File: src/sv/gdbm_pkg.sv
// Shared types and constants of the gradient direction background model.
// Used by every module of the block; depends on nothing.
`timescale 1ns / 1ps

package gdbm_pkg;

   localparam int GRAD_W      = 11;
   localparam int POS_W       = 18;
   localparam int THR_W       = 11;
   localparam int CNT_W       = 8;
   localparam int CLS_W       = 3;
   localparam int CLASS_COUNT = 5;
   localparam int SQ_W        = 2 * GRAD_W;

   localparam int FRAME_PIXELS_DEFAULT = 262144;

   localparam int QUEUE_DEPTH = 2;

   localparam int CSR_INDEX_W = 2;
   localparam int CSR_DATA_W  = 11;

   localparam logic [CSR_INDEX_W-1:0] CSR_MAGNITUDE_THRESHOLD = 2'd0;
   localparam logic [CSR_INDEX_W-1:0] CSR_COUNT_LIMIT         = 2'd1;

   localparam logic [THR_W-1:0] THRESHOLD_RESET = 11'd20;
   localparam logic [CNT_W-1:0] LIMIT_RESET     = 8'd50;

   localparam logic [CLS_W-1:0] CLS_NONE  = 3'd0;
   localparam logic [CLS_W-1:0] CLS_LEFT  = 3'd1;
   localparam logic [CLS_W-1:0] CLS_UP    = 3'd2;
   localparam logic [CLS_W-1:0] CLS_RIGHT = 3'd3;
   localparam logic [CLS_W-1:0] CLS_DOWN  = 3'd4;

   // One classified pixel word as it travels from the front to the back.
   typedef struct packed {
      logic [CLS_W-1:0] direction_class;
      logic [POS_W-1:0] pixel_position;
      logic             in_range;
   } gdbm_item_type;

   typedef logic [CLASS_COUNT-1:0][CNT_W-1:0] gdbm_counters_type;

endpackage

File: src/sv/gdbm_queue.sv
// Short queue of classified pixel words between the front and the back end.
// Uses gdbm_pkg for the word type and the depth.
`timescale 1ns / 1ps

module gdbm_queue import gdbm_pkg::*; (
   input  logic          clock,
   input  logic          reset,
   input  logic          push_valid,
   input  gdbm_item_type push_item,
   output logic          full,
   input  logic          pop,
   output logic          head_valid,
   output gdbm_item_type head_item
);

   localparam int PtrW = (QUEUE_DEPTH > 1) ? $clog2(QUEUE_DEPTH) : 1;
   localparam int CntW = $clog2(QUEUE_DEPTH + 1);

   gdbm_item_type       entry_ff [QUEUE_DEPTH];
   logic [PtrW-1:0]     wr_ptr_ff, wr_ptr_in;
   logic [PtrW-1:0]     rd_ptr_ff, rd_ptr_in;
   logic [CntW-1:0]     count_ff, count_in;
   logic                do_push;
   logic                do_pop;

   assign full       = (count_ff == CntW'(QUEUE_DEPTH));
   assign head_valid = (count_ff != '0);
   assign head_item  = entry_ff[rd_ptr_ff];
   assign do_push    = push_valid && !full;
   assign do_pop     = pop && head_valid;

   always_comb begin
      wr_ptr_in = wr_ptr_ff;
      rd_ptr_in = rd_ptr_ff;
      count_in  = count_ff;
      if (do_push) begin
         wr_ptr_in = (wr_ptr_ff == PtrW'(QUEUE_DEPTH - 1)) ? '0 : wr_ptr_ff + 1'b1;
      end
      if (do_pop) begin
         rd_ptr_in = (rd_ptr_ff == PtrW'(QUEUE_DEPTH - 1)) ? '0 : rd_ptr_ff + 1'b1;
      end
      if (do_push && !do_pop) begin
         count_in = count_ff + 1'b1;
      end else if (do_pop && !do_push) begin
         count_in = count_ff - 1'b1;
      end
   end

   always_ff @(posedge clock) begin
      if (reset) begin
         wr_ptr_ff <= '0;
         rd_ptr_ff <= '0;
         count_ff  <= '0;
      end else begin
         wr_ptr_ff <= wr_ptr_in;
         rd_ptr_ff <= rd_ptr_in;
         count_ff  <= count_in;
      end
      if (do_push) begin
         entry_ff[wr_ptr_ff] <= push_item;
      end
   end

endmodule

File: config.mk
export PLATFORM = sky130hd
export DESIGN_NAME = gdbm_queue
export DESIGN_NICKNAME = d
export VERILOG_FILES = /design/src/sv/gdbm_pkg.sv /design/src/sv/gdbm_queue.sv
export SDC_FILE = /design/constraint.sdc
export NUM_CORES = 1
export LEC_CHECK = 0
export BUFFER_PORTS_ARGS = -buffer_cell sky130_fd_sc_hd__buf_2
export CORE_MARGIN = 2
export CORE_UTILIZATION = 50
export DETAILED_ROUTE_END_ITERATION = 10
export PLACE_DENSITY_LB_ADDON = 0.05
export SLEW_MARGIN = 20
export SYNTH_ARGS = -nofsm -noshare
export SYNTH_HDL_FRONTEND = slang
export SYNTH_SLANG_ARGS = --single-unit
export TNS_END_PERCENT = 30
File: constraint.sdc
create_clock -name clock -period 1.8 [get_ports clock]
set_input_delay 0.09 -clock clock [delete_from_list [all_inputs] [get_ports clock]]
set_output_delay 0.09 -clock clock [all_outputs]
set_load 0.02 [all_outputs]
==> results.py <==
metrics = {
    "final_layout": {
        "final_area_um2": 2420,
        "area_delta_synth_final_pct": 34.8,
        "stdcell_count": 223,
        "fillers": 227,
        "finalNetCount": 204,
        "antenna_cells": 0,
        "drive_gt1_share_pct": 49.2,
    },
    "worst_hold_path": {
        "hold_class": "input port to flip-flop",
        "whs_endpoint": "wr_ptr_ff$_SDFFE_PP0N_",
        "hold_path_depth": 4,
        "hp-start": "push_valid",
    },
    "clocking": {
        "clk_path_buf_depth": 2,
        "clock_sinks": 49,
        "postCtsSetupBuffers": 0,
        "cts_root_buf": "clkbuf_4",
        "cts_tree": "yes",
        "h-tree-depth": 2,
        "clk-insertion-delay-late_ns": 0.34,
        "clk_pin_slew_worst_paths_ns": 0.11,
        "cts_buffers": 5,
    },
    "synth": {
        "synth_most_common_cell": "edfxtp_1",
        "ys_types": 14,
        "async_reset_ff_share_pct": 0,
        "synth_edf_count": 44,
        "yosys-top-cells-area": "edfxtp_1, mux2_2, dfxtp_1",
        "yosysTopAreaCell": "edfxtp_1",
        "synth_top_cell_area_share_pct": 73.4,
        "syn_area_per_cell_um2": 19.3,
        "syn_inst": 93,
        "synthTopCellsByCount": "edfxtp_1, mux2_2, dfxtp_1, nor2_1",
        "yosysWarnings": 0,
        "syn-cell-area_um2": 1800,
        "ys_seq_area_share_pct": 79.0,
        "dominantRegCellSynth": "edfxtp_1",
        "synth.ff_latch_count": 49,
        "syn_nets": 120,
    },
    "timing": {
        "finClkSkew_ns": 0.00716,
        "fin_ws_ns": 0.229,
        "timing_hold_violations_final": 0,
        "setup_viol": 0,
        "slew_headroom_pct": 78.7,
        "period_needed_ns": 1.57,
        "rsz0062_at_grt": "false",
        "max_freq_mhz": 637,
        "timing.final.crit_share_pct": 87.3,
        "finalMaxSlewViolations": 0,
        "hold_slack_ns": 0.130,
        "setup_tns_ns": 0,
        "tightest_slew_ns": 0.316,
    },
    "critical_path": {
        "cp.required_ns": 1.71,
        "path_class": "flip-flop to output pin",
        "worst-r2r-cell-count": 4,
        "arrival_ns": 1.48,
        "critical_path_peak_fanout": 8,
        "critPathCaptureType": "output pin",
        "reg2reg_to": "count_ff[1]$_SDFFE_PP0P_",
        "cp-start-kind": "flip-flop",
        "regToRegSetupSlack_ns": 0.24,
        "r2r-start": "count_ff[0]$_SDFFE_PP0P_",
    },
    "placement": {
        "place_area_um2": 2140,
        "hpwlAfterDp_um": 1890,
        "place_inst": 193,
        "portBuffers": 49,
        "gp_congestion": 0.622,
        "dp_slack_ns": 0.251,
    },
    "floorplan": {
        "rows": 21,
        "ios": 50,
        "die_area_um2": 4090,
        "coreArea_um2": 3390,
        "die_width_um": 64.0,
        "initial_core_util_pct": 53.1,
        "die_h_um": 64.0,
    },
    "flow_run": {
        "maxCapViolCount": 0,
    },
    "detailed_routing": {
        "drc": 0,
        "routed_via_density": 4.77,
        "wl_per_cell_um": 12.7,
        "ant_nets": 0,
        "vias": 1063,
        "first_pass_iters": 4,
        "drt-initial-drc-count": 43,
        "wl_um": 2820,
    },
    "global_routing": {
        "antenna_found_initial": 0,
        "grt-ovfl-total": 0,
        "grt_max_degree": 15,
        "grt.met2_usage_pct": 27.7,
        "grt_use_total_pct": 15.6,
        "grt_pass1_vias": 1054,
        "grt_pass1_wl_um": 4730,
        "grt-busiest-layer": "met2",
        "grt.met3_usage_pct": 4.93,
        "grt_use_met1_pct": 17.6,
    },
    "pwr": {
        "ir_drop_v": 0.000808,
        "powerDensity_nw_per_um2": 1230,
        "leakage_nw": 0.947,
    },
    "run_status": {
        "status": "finished clean",
    },
}
## sequential cells by signal, indices dropped and copies added (netlist names), named ones only
register / flops
entry_ff: 44
count_ff: 2
rd_ptr_ff: 1
wr_ptr_ff: 1
## how the worst max path moves through the flow
stage | slack (ns) | from | endpoint
6_report | 0.23 | flip-flop | head_item[18]
2_1_floorplan | 0.13 | count_ff[1]$_SDFFE_PP0P_ | entry_ff[0][0]$_DFFE_PP_
5_1_grt | 0.09 | count_ff[0]$_SDFFE_PP0P_ | count_ff[1]$_SDFFE_PP0P_
3_5_place_dp | 0.25 | count_ff[0]$_SDFFE_PP0P_ | count_ff[1]$_SDFFE_PP0P_
3_3_place_gp | 0.36 | count_ff[0]$_SDFFE_PP0P_ | count_ff[1]$_SDFFE_PP0P_
4_1_cts | 0.06 | flip-flop | head_item[18]
## worst max-delay path, stage by stage, from the launching register on
cell     delay [ns]
dfxtp_2        0.44
buf_4          0.20
mux2_2         0.34
buf_2          0.16
## layer usage
metal | routed length (um) | up-vias
li1 | - | 521
met1 | 1140 | 495
met2 | 1460 | 42
met3 | 182 | 5
met4 | 46 | 0
met5 | 0 | -
## metrics by stage
| step | util (%) | total power [W] |
|---|---|---|
| after floorplan | - | 0.00220 |
| after global placement | 63.3 | 0.00251 |
| after detailed placement | 63.3 | 0.00253 |
| after CTS | 71.5 | 0.00300 |
| after global routing | 71.5 | 0.00314 |
| final | 71.5 | 0.00297 |
## placed cells by master, fill, tap and decap left out, types with 2 or more instances in the layout
| master | Yosys | routed |
|---|---|---|
| buf_2 | 2 | 49 |
| edfxtp_1 | 44 | 44 |
| dlygate4sd3_1 | 0 | 23 |
| mux2_2 | 22 | 22 |
| buf_4 | 0 | 7 |
| clkbuf_4 | 0 | 5 |
| nor2_1 | 4 | 4 |
| dfxtp_1 | 5 | 4 |
| o21ai_0 | 3 | 3 |
| xor2_1 | 3 | 3 |
| inv_1 | 2 | 2 |
| or3_1 | 2 | 2 |
| a21oi_1 | 2 | 2 |
## logic make-up after synthesis
kind of cell | count (synthesis) | synth area share [%]
muxes | 22 | 13.8
adders and majority gates | 1 | 0.695
buffers and inverters | 4 | 0.974
and+or+nand+nor | 9 | 2.71
xor gates and xnor gates | 3 | 1.46
DFF | 49 | 79.0
AOI/OAI and AO/OA | 5 | 1.39
## final cells by class
type | instances | area (um2) | share of cell area [%]
inverters | 2 | 7.51 | 0.310
well taps | 46 | 57.6 | 2.37
multi-input cells | 40 | 360 | 14.9
repair buffers | 79 | 528 | 21.8
flip-flops and latches | 49 | 1420 | 58.7
clock buffers | 5 | 37.5 | 1.55
clock inverters | 2 | 11.3 | 0.464
## timing repair
action,CTS,global route
hold endpoints to repair,49,0
hold buffers,23,0
endpoints found under the setup margin,0,4
resized for setup,0,1
## power breakdown
part,internal (W),switching [W]
sequential,0.00143,0.0000752
clock,0.000141,0.000296
combinational,0.000465,0.000560
total,0.00204,0.000931
No activity file was read; power rests on OpenSTA's default activity.
